File: config.mk
export PLATFORM = sky130hd
export DESIGN_NAME = nmea_rmc_sentence_capture
export DESIGN_NICKNAME = d
export VERILOG_FILES = /design/src/rtl/core/nrmc_pkg.sv /design/src/rtl/core/nmea_rmc_sentence_capture.sv /design/src/rtl/core/nrmc_in_stage.sv /design/src/rtl/core/nrmc_filter.sv /design/src/rtl/core/nrmc_out_stage.sv
export SDC_FILE = /design/constraint.sdc
export NUM_CORES = 1
export LEC_CHECK = 0
export BUFFER_PORTS_ARGS = -buffer_cell sky130_fd_sc_hd__buf_2
export CAP_MARGIN = 20
export CORE_MARGIN = 10
export CORE_UTILIZATION = 45
export CTS_CLUSTER_DIAMETER = 50
export DETAILED_ROUTE_END_ITERATION = 10
export PLACE_DENSITY = 0.68
export SYNTH_ARGS = -nofsm -noshare
export SYNTH_HDL_FRONTEND = slang
export SYNTH_SLANG_ARGS = --single-unit
File: constraint.sdc
create_clock -name clk_i -period 2.7 [get_ports clk_i]
set_clock_uncertainty 0.1 [all_clocks]
set_input_delay 0.405 -clock clk_i [delete_from_list [all_inputs] [get_ports clk_i]]
set_output_delay 0.405 -clock clk_i [all_outputs]
set_load 0.02 [all_outputs]
File: src/rtl/core/nrmc_pkg.sv
package nrmc_pkg;

  localparam int unsigned BYTE_W   = 8;
  localparam int unsigned POS_W    = 7;
  localparam int unsigned CFG_IDX_W = 8;
  localparam int unsigned HEADER_LEN = 6;

  localparam int unsigned CAPTURE_LIMIT_DEFAULT = 75;

  localparam logic [BYTE_W-1:0] CH_DOLLAR  = 8'h24;
  localparam logic [BYTE_W-1:0] CH_NEWLINE = 8'h0A;

  localparam logic [BYTE_W-1:0] TYPE_ONE_RESET = 8'd77;  // 'M'
  localparam logic [BYTE_W-1:0] TYPE_TWO_RESET = 8'd67;  // 'C'

  // Register indexes of the configuration port
  localparam logic [CFG_IDX_W-1:0] CFG_TYPE_ONE = 8'd0;
  localparam logic [CFG_IDX_W-1:0] CFG_TYPE_TWO = 8'd1;

  typedef struct packed {
    logic              byte_kept;
    logic [POS_W-1:0]  keep_position;
    logic [BYTE_W-1:0] kept_value;
    logic              sentence_done;
    logic [POS_W-1:0]  sentence_length;
  } res_t;

endpackage

File: src/rtl/core/nmea_rmc_sentence_capture.sv
// Channel   Direction  Handshake                 Payload
// in        input      in_valid_i / in_stall_o   rx_byte_i
// out       output     out_valid_o / out_stall_i byte_kept_o, keep_position_o, kept_value_o,
//                                                sentence_done_o, sentence_length_o
// cfg       input      cfg_valid_i / cfg_ready_o cfg_index_i, cfg_data_i
//
// One transaction in gives exactly one transaction out. A byte is accepted
// into the input register, is filtered on its way into the result register,
// and is offered from there; one byte per cycle is sustained while out_stall_i
// is low. Reset (rst_ni low, async) empties both stages, clears the fill count
// and header store and restores the type letters to 'M','C'.
// Out stall holds the result register; the input register then keeps its
// byte and in_stall_o rises once it is occupied. cfg writes are always taken.
module nmea_rmc_sentence_capture
  import nrmc_pkg::*;
#(
  parameter int unsigned CaptureLimit = CAPTURE_LIMIT_DEFAULT
) (
  input  logic                 clk_i,
  input  logic                 rst_ni,
  // byte input
  input  logic                 in_valid_i,
  output logic                 in_stall_o,
  input  logic [BYTE_W-1:0]    rx_byte_i,
  // result output
  output logic                 out_valid_o,
  input  logic                 out_stall_i,
  output logic                 byte_kept_o,
  output logic [POS_W-1:0]     keep_position_o,
  output logic [BYTE_W-1:0]    kept_value_o,
  output logic                 sentence_done_o,
  output logic [POS_W-1:0]     sentence_length_o,
  // configuration writes
  input  logic                 cfg_valid_i,
  output logic                 cfg_ready_o,
  input  logic [CFG_IDX_W-1:0] cfg_index_i,
  input  logic [BYTE_W-1:0]    cfg_data_i
);

  logic              s1_valid;
  logic [BYTE_W-1:0] s1_byte;
  logic              out_ready;
  logic              step;
  logic              in_fire;
  res_t              res_comb, res_reg;

  // Byte moves from the input register into the result register
  assign step       = s1_valid && out_ready;
  assign in_stall_o = s1_valid && !out_ready;
  assign in_fire    = in_valid_i && !in_stall_o;

  assign cfg_ready_o = 1'b1;

  nrmc_in_stage u_in (
    .clk_i   (clk_i),
    .rst_ni  (rst_ni),
    .load_i  (in_fire),
    .drain_i (step),
    .byte_i  (rx_byte_i),
    .valid_o (s1_valid),
    .byte_o  (s1_byte)
  );

  // Fill count, header store and type letters live here; the fill count and header
  // store advance only on the cycle a byte is handed to the result register.
  nrmc_filter #(
    .CaptureLimit (CaptureLimit)
  ) u_filter (
    .clk_i       (clk_i),
    .rst_ni      (rst_ni),
    .cfg_we_i    (cfg_valid_i && cfg_ready_o),
    .cfg_index_i (cfg_index_i),
    .cfg_data_i  (cfg_data_i),
    .step_i      (step),
    .byte_i      (s1_byte),
    .res_o       (res_comb)
  );

  nrmc_out_stage u_out (
    .clk_i   (clk_i),
    .rst_ni  (rst_ni),
    .load_i  (step),
    .stall_i (out_stall_i),
    .res_i   (res_comb),
    .ready_o (out_ready),
    .valid_o (out_valid_o),
    .res_o   (res_reg)
  );

  assign byte_kept_o       = res_reg.byte_kept;
  assign keep_position_o   = res_reg.keep_position;
  assign kept_value_o      = res_reg.kept_value;
  assign sentence_done_o   = res_reg.sentence_done;
  assign sentence_length_o = res_reg.sentence_length;

endmodule

File: src/rtl/core/nrmc_in_stage.sv
module nrmc_in_stage
  import nrmc_pkg::*;
(
  input  logic              clk_i,
  input  logic              rst_ni,
  input  logic              load_i,
  input  logic              drain_i,
  input  logic [BYTE_W-1:0] byte_i,
  output logic              valid_o,
  output logic [BYTE_W-1:0] byte_o
);

  logic              valid_q, valid_d;
  logic [BYTE_W-1:0] byte_q;

  always_comb begin
    valid_d = valid_q;
    if (load_i) begin
      valid_d = 1'b1;
    end else if (drain_i) begin
      valid_d = 1'b0;
    end
  end

  always_ff @(posedge clk_i or negedge rst_ni) begin
    if (!rst_ni) begin
      valid_q <= 1'b0;
    end else begin
      valid_q <= valid_d;
    end
  end

  always_ff @(posedge clk_i) begin
    if (load_i) begin
      byte_q <= byte_i;
    end
  end

  assign valid_o = valid_q;
  assign byte_o  = byte_q;

endmodule

File: src/rtl/core/nrmc_filter.sv
module nrmc_filter
  import nrmc_pkg::*;
#(
  parameter int unsigned CaptureLimit = CAPTURE_LIMIT_DEFAULT
) (
  input  logic                 clk_i,
  input  logic                 rst_ni,
  input  logic                 cfg_we_i,
  input  logic [CFG_IDX_W-1:0] cfg_index_i,
  input  logic [BYTE_W-1:0]    cfg_data_i,
  input  logic                 step_i,
  input  logic [BYTE_W-1:0]    byte_i,
  output res_t                 res_o
);

  // the incremented count reaches CaptureLimit+1 for one moment before saturating
  localparam int unsigned CntW  = $clog2(CaptureLimit + 2);
  localparam int unsigned HdrIdxW = $clog2(HEADER_LEN);

  localparam logic [CntW-1:0] Limit  = CntW'(CaptureLimit);
  localparam logic [CntW-1:0] HdrLen = CntW'(HEADER_LEN);

  logic [BYTE_W-1:0] type_one_q, type_two_q;
  logic [CntW-1:0]   cnt_q, cnt_d;
  logic [BYTE_W-1:0] hdr_q [HEADER_LEN];
  logic [BYTE_W-1:0] hdr_d [HEADER_LEN];

  logic [CntW-1:0]   cnt_base, cnt_inc;
  logic              match;

  always_ff @(posedge clk_i or negedge rst_ni) begin
    if (!rst_ni) begin
      type_one_q <= TYPE_ONE_RESET;
      type_two_q <= TYPE_TWO_RESET;
    end else if (cfg_we_i) begin
      unique case (cfg_index_i)
        CFG_TYPE_ONE: type_one_q <= cfg_data_i;
        CFG_TYPE_TWO: type_two_q <= cfg_data_i;
        default: ;
      endcase
    end
  end

  assign cnt_base = (byte_i == CH_DOLLAR) ? '0 : cnt_q;
  assign cnt_inc  = cnt_base + CntW'(1);
  assign match    = (hdr_q[0] == CH_DOLLAR) && (hdr_q[4] == type_one_q) &&
                    (hdr_q[5] == type_two_q);

  always_comb begin
    cnt_d = cnt_base;
    hdr_d = hdr_q;
    res_o = '0;
    if (cnt_base < HdrLen) begin
      hdr_d[cnt_base[HdrIdxW-1:0]] = byte_i;
      cnt_d                  = cnt_inc;
      res_o.byte_kept        = 1'b1;
      res_o.keep_position    = POS_W'(cnt_base);
      res_o.kept_value       = byte_i;
    end else if (match) begin
      res_o.byte_kept     = 1'b1;
      res_o.keep_position = POS_W'(cnt_base);
      res_o.kept_value    = byte_i;
      if (byte_i == CH_NEWLINE) begin
        res_o.sentence_done   = 1'b1;
        res_o.sentence_length = POS_W'(cnt_inc);
        cnt_d = '0;
        for (int i = 0; i < HEADER_LEN; i++) begin
          hdr_d[i] = '0;
        end
      end else if (cnt_inc >= Limit) begin
        cnt_d = Limit;
        // overflow slot gets the zero terminator
        if (cnt_base == Limit) begin
          res_o.kept_value = '0;
        end
      end else begin
        cnt_d = cnt_inc;
      end
    end
  end

  always_ff @(posedge clk_i or negedge rst_ni) begin
    if (!rst_ni) begin
      cnt_q <= '0;
      for (int i = 0; i < HEADER_LEN; i++) begin
        hdr_q[i] <= '0;
      end
    end else if (step_i) begin
      cnt_q <= cnt_d;
      hdr_q <= hdr_d;
    end
  end

endmodule

File: src/rtl/core/nrmc_out_stage.sv
module nrmc_out_stage
  import nrmc_pkg::*;
(
  input  logic clk_i,
  input  logic rst_ni,
  input  logic load_i,
  input  logic stall_i,
  input  res_t res_i,
  output logic ready_o,
  output logic valid_o,
  output res_t res_o
);

  logic valid_q, valid_d;
  res_t res_q;

  assign ready_o = !valid_q || !stall_i;

  always_comb begin
    valid_d = valid_q;
    if (load_i) begin
      valid_d = 1'b1;
    end else if (!stall_i) begin
      valid_d = 1'b0;
    end
  end

  always_ff @(posedge clk_i or negedge rst_ni) begin
    if (!rst_ni) begin
      valid_q <= 1'b0;
    end else begin
      valid_q <= valid_d;
    end
  end

  always_ff @(posedge clk_i) begin
    if (load_i) begin
      res_q <= res_i;
    end
  end

  assign valid_o = valid_q;
  assign res_o   = res_q;

endmodule

# Yosys cells after proc, flatten, opt, wreduce, memory -nomap -nowiden
# Cells that the tools add are included.
[word_totals] regBits=105 latchBits=0 ram_bits=0 mem_bits_ro=0 inputBits=29 out_inout_bits=27 mem_count=0
[classes] n_addsub=1 mul=0 div_mod_pow=0 order_cmp=4 eq_ne=8 n_shift=0 mux=21 bitwise=3 n_reduce_logical=20
[ops] op="$mux 48" n=3
[ops] op="$bwmux 48" n=1
[ops] op="$mux 8" n=5
[ops] op="$mux 7" n=5
[ops] op="$demux 8 s3" n=1
[ops] op="$mux 24" n=1
[ops] op="$eq 8x6->1 const B" n=2
[ops] op="$eq 8x8->1" n=2
[ops] op="$mux 15" n=1
[ops] op="$eq 8x1->1 const B" n=1
[ops] op="$eq 8x4->1 const B" n=1
[ops] op="$logic_not 8->1" n=1
[ops] op="$add 7x1->7 const B" n=1
[ops] op="$eq 7x7->1 const B" n=1
[ops] op="$ge 7x7->1 const B" n=1
[ops] op="$lt 7x3->1 const B" n=1
[ops] op="$logic_and 1x1->1" n=6
[ops] op="$reduce_bool 2->1" n=3
[ops] op="$ge 4x4->1 const B" n=1
[ops] op="$logic_not 1->1" n=4
[ops] op="$lt 4x1->1 const B" n=1
[ops] op="$mux 1" n=4
[ops] op="$not 3->4" n=1
[ops] op="$reduce_and 2->1" n=2
[ops] op="other kinds (6)" n=7

# Logic depth before layout (Yosys ltp)
# Gate-level depths: netlist of run 1.
[depth] depth_word=9 mapped_depth=12

# Hierarchy
# From an unflattened synthesis of run 1, not the netlist that was laid out.
[unflattened] hier_cells=329 hier_area_um2=3821.2
[by_module_without_submodules] mod="nrmc_filter" instances=1 cells_per_inst=286 area_per_inst_um2=2746.4 seq_area_each_um2=1184.9
[by_module_without_submodules] mod="nrmc_out_stage" instances=1 cells_per_inst=27 area_per_inst_um2=757.0 seq_area_each_um2=745.7
[by_module_without_submodules] mod="nrmc_in_stage" instances=1 cells_per_inst=11 area_per_inst_um2=276.5 seq_area_each_um2=265.3
[by_module_without_submodules] mod="nmea_rmc_sentence_capture" instances=1 cells_per_inst=5 area_per_inst_um2=41.3 seq_area_each_um2=0.0

# Worst setup path after synthesis of run 1
# No wires, ideal clock.
[synth_path] path_type="flip-flop to flip-flop" from="register u_in.byte_q[2] (netlist: u_in.byte_o[2])" to="register u_filter.cnt_q[1]" t_arrival_ns=2.596 path_slack_ns=-0.075 stages_incl_launch_ff=12 n_path_buf=1 period_less_slack_ns=2.775 path_cell_list="edfxtp_1 -> nor4bb_1 -> nand2_1 -> clkbuf_1 -> and2_1 -> ha_1 -> nand3_1 -> or3_1 -> a21oi_1 -> o21ai_1 -> a211o_1 -> a21oi_1"
[synth_via] elab_chain_len=8
[synth_rtl] item="start: declaration" line="nrmc_in_stage.sv:14" rtl="logic [BYTE_W-1:0] byte_q;"
[synth_rtl] item="start signal: assignment" line="nrmc_in_stage.sv:35" rtl="byte_q <= byte_i;"
[synth_rtl] item="$eq 8x6->1" line="nrmc_filter.sv:44" rtl="assign cnt_base = (byte_i == CH_DOLLAR) ? '0 : cnt_q;"
[synth_rtl] item="$mux 7" line="nrmc_filter.sv:44"
[synth_rtl] item="$add 7x1->7" line="nrmc_filter.sv:45" rtl="assign cnt_inc = cnt_base + CntW'(1);"
[synth_rtl] item="$ge 7x7->1" line="nrmc_filter.sv:70" rtl="end else if (cnt_inc >= Limit) begin"
[synth_rtl] item="$mux 7" line="nrmc_filter.sv:70"
[synth_rtl] item="$mux 7" line="nrmc_filter.sv:63" rtl="if (byte_i == CH_NEWLINE) begin"
[synth_rtl] item="$mux 7" line="nrmc_filter.sv:59" rtl="end else if (match) begin"
[synth_rtl] item="$mux 7 *" line="nrmc_filter.sv:53" rtl="if (cnt_base < HdrLen) begin"
[synth_rtl] item="end signal: assignment" line="nrmc_filter.sv:89" rtl="cnt_q <= cnt_d;"
[synth_rtl] item="end: declaration" line="nrmc_filter.sv:24" rtl="logic [CntW-1:0] cnt_q, cnt_d;"
# Every way passes the cells marked *; elsewhere a longest branch is shown, timed or not.
# A chain may end at the register's enable or synchronous reset.

# Final worst setup path of run 1
[layout_path] from="register u_in.byte_q[1] (netlist: u_in.byte_o[1])" to="register u_filter.cnt_q[1]"
# Same word-level chain as after synthesis.

==> reports/results.ini, run 1 <==
[outcome]
outcome = finished, final reports clean

[critical_path]
cp-startpoint = u_in.byte_o[1]
rrSetupSlack_ns = 0.06
r2r-start = u_in.byte_o[1]
timing.rr.end = u_filter.cnt_q[1]
path_buf_inv = 1
crit_required_ns = 2.87
path_max_fanout = 4
cp-end-kind = flop
crit_path_top_delay_cell = edfxtp_1
cp_top_family = simple AND/OR/NAND/NOR gates
crit_type = flop to flop
crit_chain = nor4bb_4 -> nand2_2 -> and2_1 -> buf_4 -> ha_1 -> nor2_1 -> nor3_1 -> nor3_1 -> o21ai_2 -> a211o_1 -> a21oi_1
critPathArrivalTime_ns = 2.81
critPathLaunchType = flop
worst-r2r-cell-count = 11
path_common_cell = nor3_1
crit_path_max_incr_delay_ns = 0.44

[route]
remaining_drc_errors = 0
wl_per_cell_um = 17.5
first_pass_iters = 4
ant_nets = 0
vias = 2737
drt-total-wl_um = 8540
via_per_inst = 5.60
dr.first_iter.drc_count = 206

[yosys]
syn_inst = 296
async_flop_share_pct = 60.5
syn_area_um2 = 3730
synth.distinct_cells = 60
yosys.area_share.simple_pct = 13.8
ys_seq_area_share_pct = 58.9
ys_ff_latch = 81
synthMuxAreaShare_pct = 4.83
ys_warn_count = 0
synth_top_family_by_area = compound AO/OA/AOI/OAI gates
avgSynthCellArea_um2 = 12.6
synthFlopType = dfrtp_1
synth_compound_area_share_pct = 14.6
synthAdderAreaFrac_pct = 1.01
syn_nets = 328
synth_edf_count = 32
yosys.area_share.xor_xnor_pct = 4.46

[global_route]
grt_first_pass_wirelength_um = 14300
grt_util_all_layers_pct = 14.0
grt_pass1_vias = 2796
overflow = 0
grt_max_degree = 30
antenna_found_initial = 0

[clocking]
root_buffer = clkbuf_8
cts_buffers = 9
htree_levels = 3
tritoncts = done
clock_path_buffers = 2
cts.clk_slew.worst_paths_ns = 0.08
clock_sinks = 81
clock_latency_ns = 0.36

[power]
leakage_nw = 2.09
p_sw_share_pct = 32.9
vdd_drop_max_mv = 0.360
p_seq_share_pct = 45.5
p_int_w = 0.00256
p_sw_w = 0.00126
pwr-share-clk_pct = 24.4
p_comb_share_pct = 30.2
power_density_nw_per_um2 = 836

[die]
start_util_pct = 45.9
fp.dieH_um = 111
die_area_um2 = 12300
rows = 33
die_x_um = 111
coreArea_um2 = 8130
io_pins = 56

[timing]
fin_crit_sh_pct = 97.8
tns_ns = 0
setup_viol = 0
finalHoldViolCount = 0
rsz0062_at_grt = yes
worstMarginPinSlew_ns = 0.604
max-slew-margin-rel_pct = 59.5
fin_crit_ns = 2.64
fmax_ghz = 0.379
slew_violations = 0

[final_layout]
final_nets = 411
final_cell_mix = 54 x buf_2, 42 x dfrtp_1, 32 x edfxtp_1
area_growth_pct = 22.6
nFillCells = 700
fin_area_um2 = 4570
layout.cells.most_common = buf_2
antennaDiodeCount = 0
layout-drive-gt1-share_pct = 37.8
fin_util_pct = 56.2

[hold_path]
min_path_type = input pin to flop
hold_depth = 1
hp-start = rx_byte_i[0]
whs_endpoint = u_in.byte_o[0]

[place]
portBuffers = 54
place_congestion = 0.939
dp_hpwl_um = 6390
place_area_um2 = 4290

[flow_run]
maxCapViolCount = 0

## worst max path at each step
stage	endpoint	cells past startpoint
after floorplan	u_filter.cnt_q[1]	11
after global placement	u_filter.cnt_q[1]	10
after detailed placement	u_filter.cnt_q[1]	10
after CTS	u_filter.hdr_q[10]	7
after global routing	u_filter.cnt_q[1]	11
final	u_filter.cnt_q[1]	11
## state kept, by name, summed over array words and instances, names as in the netlist
| signal | flops |
|---|---|
| u_out.res_o | 24 |
| u_in.valid_o | 1 |
| u_in.byte_o | 8 |
| u_filter.type_one_q | 8 |
| u_filter.hdr_q | 24 |
| u_filter.type_two_q | 8 |
| u_out.valid_o | 1 |
| u_filter.cnt_q | 7 |
## per-stage QoR
step | setup WS [ns] | std cells | hold slack [ns] | total power (W)
floorplan | 0.0111 | 296 | 0.00941 | 0.00248
global placement | -0.00599 | 471 | 0.223 | 0.00286
detailed placement | -0.153 | 471 | 0.225 | 0.00287
CTS | 0.00382 | 488 | 0.109 | 0.00382
global route | -0.112 | 489 | 0.108 | 0.00405
finish | 0.0584 | 489 | 0.123 | 0.00382
## logic make-up (layout without fill, tap and decap cells)
family / after synthesis / after routing
AO/OA/AOI/OAI: 68 / 68
XOR/XNOR: 19 / 19
adder cells (fa/ha/maj): 3 / 3
buffers and inverters: 18 / 106
flip-flops: 81 / 81
multiplexers: 16 / 16
other: 1 / 1
AND/OR/NAND/NOR: 90 / 90
## routing by layer
metal  global-route usage (%)  vias up  share of wire [%]
li1                         -     1279                  -
met1                     18.9     1343                 47
met2                     20.7      102                 44
met3                     3.68       13                6.6
met4                     5.57        0                1.9
met5                        0        -                  0
## cell type report
class / instances / area (um2) / area share [%]
clock inverters: 5 / 60.1 / 1.31
multi-input cells: 197 / 1510 / 33.0
inverters: 5 / 18.8 / 0.410
repair buffers: 85 / 505 / 11.1
well taps: 105 / 131 / 2.87
clock buffers: 11 / 153 / 3.34
flip-flops and latches: 81 / 2200 / 48.0
## cell usage after synthesis, drive strengths merged, types with 2 or more instances
cell,count,area (um2)
xor2,19,166
or2,6,37.5
nor4b,4,35.0
a221oi,2,17.5
or4,2,18.8
nor4,7,43.8
and2,10,62.6
nand4,2,12.5
mux2,16,180
a21o,5,37.5
nand2,11,41.3
inv,5,18.8
or3,4,25.0
o22ai,2,12.5
edfxtp,32,961
dfrtp,42,1050
dfstp,7,184
a21oi,10,65.1
ha,3,37.5
nor3,3,15.0
and3,6,37.5
buf,7,46.3
clkbuf,6,22.5
nor2,21,91.3
o21ai,10,50.0
nand3,8,40.0
a22o,23,201
o22a,2,18.8
## timing repair
action,4_1_cts,5_1_grt
hold buffers,1,0
endpoints found under the hold margin,12,0
buffers inserted,0,1
resized for setup,6,4
pin swaps,1,1
endpoints found under the setup margin,4,23
## power by group through the flow
stage / sequential (W) / clock [W] / combinational [W]
after floorplan: 0.00175 / 0 / 0.000728
after global placement: 0.00175 / 0 / 0.00111
after detailed placement: 0.00175 / 0 / 0.00113
after CTS: 0.00173 / 0.000950 / 0.00114
after global routing: 0.00177 / 0.00102 / 0.00127
final: 0.00174 / 0.000931 / 0.00115
No activity file was read; power rests on OpenSTA's default activity.
==> run 2: changes to the inputs <==
--- a/config.mk
+++ b/config.mk
@@ -5,6 +5,7 @@
 export SDC_FILE = /design/constraint.sdc
 export NUM_CORES = 1
 export LEC_CHECK = 0
+export ABC_AREA = 1
 export BUFFER_PORTS_ARGS = -buffer_cell sky130_fd_sc_hd__buf_2
 export CAP_MARGIN = 20
 export CORE_MARGIN = 10
==> reports/results.ini, run 2 <==
[yosys]
synth_edf_count = 32
async_flop_share_pct = 60.5
yosysTopAreaCell = dfrtp_1
synth_common_cells = 88 x nand2_1, 58 x inv_1, 51 x nor2_1
syn_nets = 458
yosysMostFrequentCell = nand2_1
ys_ff_latch = 81
ys_seq_area_share_pct = 56.4
ys_warn_count = 0
syn_area_um2 = 3890
avgSynthCellArea_um2 = 9.14
synthTopCellsByArea = dfrtp_1 27%, edfxtp_1 25%, nand2_1 8.5%
synth.distinct_cells = 37
synthFlopType = dfrtp_1
syn_inst = 426
synth_top_area_share_pct = 27.0

[final_layout]
area_growth_pct = 15.9
nFillCells = 770
antennaDiodeCount = 0
layout-drive-gt1-share_pct = 24.3
layout.cells.most_common = nand2_1
final_cell_mix = 86 x nand2_1, 56 x inv_1, 54 x buf_2
final_nets = 524
fin_util_pct = 54.4

[critical_path]
crit_required_ns = 2.88
cp-startpoint = u_in.byte_o[0]
cp-end-kind = flop
crit_type = flop to flop
timing.rr.end = u_filter.hdr_q[2]
worst-r2r-cell-count = 9
r2r-start = u_in.byte_o[0]
rrSetupSlack_ns = 0.20
path_max_fanout = 13
critPathLaunchType = flop
cp-endpoint = u_filter.hdr_q[2]
critPathArrivalTime_ns = 2.68

[clocking]
clock_sinks = 81
tritoncts = done
root_buffer = clkbuf_8
cts.clk_slew.worst_paths_ns = 0.08
cts_buffers = 9
clock_latency_ns = 0.36
htree_levels = 3
post-cts-setup-buffers = 0
clock_path_buffers = 2

[route]
via_per_inst = 5.00
remaining_drc_errors = 0
dr.first_iter.drc_count = 194
first_pass_iters = 4
wl_per_cell_um = 14.6
drt-total-wl_um = 8790
ant_nets = 0
vias = 3010

[place]
portBuffers = 54
dp_hpwl_um = 6660
place_congestion = 0.883
dp_slack_ns = 0.137

[hold_path]
min_path_type = input pin to flop

[global_route]
grt_max_degree = 35
grt_util_all_layers_pct = 14.3
overflow = 0
antenna_found_initial = 0
grt_pass1_vias = 3024
grt_first_pass_wirelength_um = 14900

[timing]
tns_ns = 0
worst_slack_ns = 0.204
fmax_ghz = 0.401
max-slew-margin-rel_pct = 48.7
setup_viol = 0
fin_crit_ns = 2.50
rsz0062_at_grt = yes
finalHoldViolCount = 0
slew_violations = 0
worstMarginPinSlew_ns = 0.767
fin_crit_sh_pct = 92.5

[flow_run]
maxCapViolCount = 0

[die]
rows = 33
fp.dieH_um = 113
die_x_um = 113
io_pins = 56
die_area_um2 = 12800
coreArea_um2 = 8300
start_util_pct = 46.9

[power]
power.total_w = 0.00316
power_density_nw_per_um2 = 701
leakage_nw = 2.11
vdd_drop_max_mv = 0.307

[outcome]
outcome = finished, final reports clean

==> run 2: worst min-delay path by stage <==
stage | from | end | cells after the start
2_1_floorplan | rst_ni | u_filter.cnt_q[0] | 0
3_5_place_dp | rst_ni | u_filter.type_one_q[1] | 1
4_1_cts | rx_byte_i[7] | u_in.byte_o[7] | 1
3_3_place_gp | rst_ni | u_filter.type_one_q[1] | 1
6_report | rx_byte_i[7] | u_in.byte_o[7] | 1
5_1_grt | rx_byte_i[1] | u_in.byte_o[1] | 1
==> run 2: timing repair <==
action	CTS	global route
endpoints found under the setup margin	0	7
gates resized for setup	0	5
hold buffers	1	0
hold endpoints to repair	12	0
==> run 2: routing by layer <==
layer | wire length (um) | up-vias | GRT usage [%] | part of all wire, %
li1 | - | 1508 | - | -
met1 | 4220 | 1414 | 20.0 | 48
met2 | 3900 | 72 | 20.5 | 44
met3 | 492 | 16 | 3.65 | 5.6
met4 | 176 | 0 | 5.84 | 2.0
met5 | 0 | - | 0 | 0
==> run 2: critical path, stage by stage, from the launching register on <==
cell and delay, ns:
edfxtp_1 0.50, nor2_2 0.17, nand2_2 0.07, nor2_4 0.20
nor2_1 0.14, nor2_2 0.16, nand3_4 0.16, o211ai_2 0.67
nand2_1 0.14, o21ai_2 0.09
==> run 2: kinds of logic after synthesis <==
family,count (synthesis),synth area share [%]
other,1,0.0963
flip-flops,81,56.4
buffers and inverters,67,7.07
AND/OR/NAND/NOR,200,23.2
XOR/XNOR,9,2.02
AO/OA/AOI/OAI,65,10.2
adder cells (fa/ha/maj),3,0.964
==> run 2: area by class of cell <==
type | count | area [um2] | share of cell area (%)
sequential | 81 | 2200 | 48.6
tap | 105 | 131 | 2.91
multi-input combinational | 278 | 1440 | 31.9
clock buffer | 11 | 151 | 3.35
timing repair buffer | 63 | 340 | 7.54
inverter | 59 | 221 | 4.91
clock inverter | 5 | 35.0 | 0.776
==> run 2: power by group <==
| part | internal [W] | switching (W) | leakage (nW) |
|---|---|---|---|
| clock | 0.000389 | 0.000456 | 0.0972 |
| combinational | 0.000296 | 0.000569 | 1.08 |
| sequential | 0.00138 | 0.0000740 | 0.932 |
| total | 0.00207 | 0.00110 | 2.11 |
==> run 2: metrics by stage <==
stage | cell area, um2 | instances | hold slack, ns
CTS | 4500 | 602 | 0.103
floorplan | 3890 | 426 | 0.00941
global placement | 4310 | 585 | 0.233
finish | 4510 | 602 | 0.111
global route | 4510 | 602 | 0.0999
detailed placement | 4310 | 585 | 0.239
==> run 3: changes to the inputs <==
--- a/config.mk
+++ b/config.mk
@@ -15,4 +15,5 @@
 export PLACE_DENSITY = 0.68
 export SYNTH_ARGS = -nofsm -noshare
 export SYNTH_HDL_FRONTEND = slang
+export SYNTH_HIERARCHICAL = 1
 export SYNTH_SLANG_ARGS = --single-unit
==> reports/results.ini, run 3 <==
[hold_path]
hp-start = rx_byte_i[4]
min_path_type = input pin to flop

[place]
dp_slack_ns = 0.0242
dp_hpwl_um = 7280
place_congestion = 0.997
portBuffers = 54
place_area_um2 = 4420

[timing]
worst_slack_ns = 0.218
finalHoldViolCount = 0
tns_ns = 0
rsz0062_at_grt = no
setup_viol = 0
fmax_ghz = 0.403
fin_crit_sh_pct = 91.9
fin_crit_ns = 2.48
slew_violations = 0

[power]
power.total_w = 0.00340
p_int_w = 0.00220
p_comb_share_pct = 27.0
p_seq_share_pct = 47.2
p_sw_w = 0.00120
leakage_nw = 2.37
power_density_nw_per_um2 = 728
p_sw_share_pct = 35.2
vdd_drop_max_mv = 0.491
pwr-share-clk_pct = 25.8

[yosys]
avgSynthCellArea_um2 = 8.54
yosysTopAreaCell = dfrtp_1
synth.distinct_cells = 38
synthFlopType = dfrtp_1
async_flop_share_pct = 60.5
ys_seq_area_share_pct = 55.1
syn_inst = 467
synth_common_cells = 130 x nand2_1, 64 x inv_1, 59 x nor2_1
synthTopCellsByArea = dfrtp_1 26%, edfxtp_1 24%, nand2_1 12%
ys_ff_latch = 81
yosysMostFrequentCell = nand2_1
synth_top_area_share_pct = 26.4
ys_warn_count = 6
syn_nets = 498
syn_area_um2 = 3990
synth_edf_count = 32

[route]
remaining_drc_errors = 0
first_pass_iters = 4
drt-total-wl_um = 9580
ant_nets = 0
wl_per_cell_um = 14.7
dr.first_iter.drc_count = 312
vias = 3286
via_per_inst = 5.05

[final_layout]
antennaDiodeCount = 0
final_nets = 569
fin_area_um2 = 4670
fin_util_pct = 53.8
nFillCells = 813
final_cell_mix = 127 x nand2_1, 63 x inv_1, 58 x nor2_1
layout-drive-gt1-share_pct = 21.7
layout.cells.most_common = nand2_1
area_growth_pct = 17.0

[clocking]
htree_levels = 3
cts_buffers = 9
cts.clk_slew.worst_paths_ns = 0.08
clock_path_buffers = 2
clock_latency_ns = 0.35
clock_sinks = 81
root_buffer = clkbuf_8
tritoncts = done

[global_route]
overflow = 0
grt_first_pass_wirelength_um = 15800
grt_pass1_vias = 3214
grt_util_all_layers_pct = 14.8
antenna_found_initial = 0
grt_max_degree = 36

[die]
coreArea_um2 = 8680
io_pins = 56
die_x_um = 114
die_area_um2 = 13000
rows = 34
start_util_pct = 45.9
fp.dieH_um = 114

[flow_run]
maxCapViolCount = 0

[outcome]
outcome = finished, final reports clean

[critical_path]
r2r-start = u_in/byte_o[0]
critPathArrivalTime_ns = 2.61
path_max_fanout = 8
cp-end-kind = flop
crit_required_ns = 2.83
crit_type = flop to flop
critPathLaunchType = flop
cp-startpoint = u_in/byte_o[0]

[run 3: changes by cell type after synthesis, moves of 3 or more]
cell,delta
inv_1,+6
nand2_1,+42
nand2_2,-5
nand3b_1,-3
nand4_1,+6
nor2_1,+8
nor3_1,+5
o21ai_0,-11
o21ai_2,-10
o21ai_4,+3
or2_2,+6
xor2_1,-3
[run 3: critical path, stage by stage, from the launching register on]
cell and delay, ns:
edfxtp_1 0.42, buf_4 0.18, nor2_1 0.11, nand2_1 0.10, nor2_4 0.19, nor2_1 0.12, nor2_1 0.14, nand3_2 0.17
buf_4 0.23, nand2_4 0.08, nand3_4 0.15, inv_4 0.15, o21ai_4 0.10, nand2_1 0.07, nand2_1 0.06
[run 3: power groups by stage]
stage	clock network (W)	logic [W]	registers [W]
2_1_floorplan	0	0.000427	0.00178
3_3_place_gp	0	0.000887	0.00162
3_5_place_dp	0	0.000897	0.00163
4_1_cts	0.000898	0.000900	0.00161
5_1_grt	0.000953	0.00102	0.00163
6_report	0.000876	0.000919	0.00160
[run 3: path summary, 6_finish.rpt]
check / slack, ns / end / cells after the start
max: 0.22 / u_filter/hdr_q[46] / 14
min: 0.13 / u_in/byte_o[4] / 1
max reg2reg: 0.22 / u_filter/hdr_q[46] / 14
min reg2reg: 0.38 / u_filter/hdr_q[45] / 2
max in group asynchronous: 1.32 / u_filter/cnt_q[5] / 3
min in group asynchronous: 0.42 / u_filter/type_two_q[3] / 2
[run 3: metal layers]
| layer | global-route usage (%) | vias up | part of all wire (%) |
|---|---|---|---|
| met5 | 0 | - | 0 |
| met3 | 3.83 | 9 | 7.4 |
| met2 | 20.7 | 121 | 42 |
| li1 | - | 1626 | - |
| met1 | 21.9 | 1530 | 50 |
| met4 | 4.34 | 0 | 1.2 |
[run 3: per-stage QoR]
| stage | hold WS, ns | std cells |
|---|---|---|
| floorplan | 0.00941 | 467 |
| global placement | 0.257 | 631 |
| detailed placement | 0.273 | 631 |
| CTS | 0.122 | 648 |
| global route | 0.120 | 651 |
| finish | 0.134 | 651 |
[run 3: layout make-up]
cell class                      count  area, um2  share of cell area [%]
Sequential cell                    81       2200                    47.1
Multi-Input combinational cell    312       1520                    32.6
Timing Repair Buffer               66        363                    7.78
Inverter                           68        258                    5.52
Tap cell                          108        135                    2.90
Clock buffer                        9        124                    2.65
Clock inverter                      7       71.3                    1.53
[run 3: logic make-up after synthesis]
group / share of synthesized area [%]
AO/OA/AOI/OAI: 5.96
XOR/XNOR: 1.76
adder cells (fa/ha/maj): 0.628
buffers and inverters: 7.34
flip-flops: 55.1
other: 0.0941
AND/OR/NAND/NOR: 29.1
[run 3: repair_timing]
| action | 4_1_cts | 5_1_grt |
|---|---|---|
| endpoints found under the hold margin | 11 | 0 |
| hold buffers | 1 | 0 |
| resized for setup | 0 | 8 |
| setup endpoints to repair | 0 | 8 |
| setup buffers | 0 | 3 |
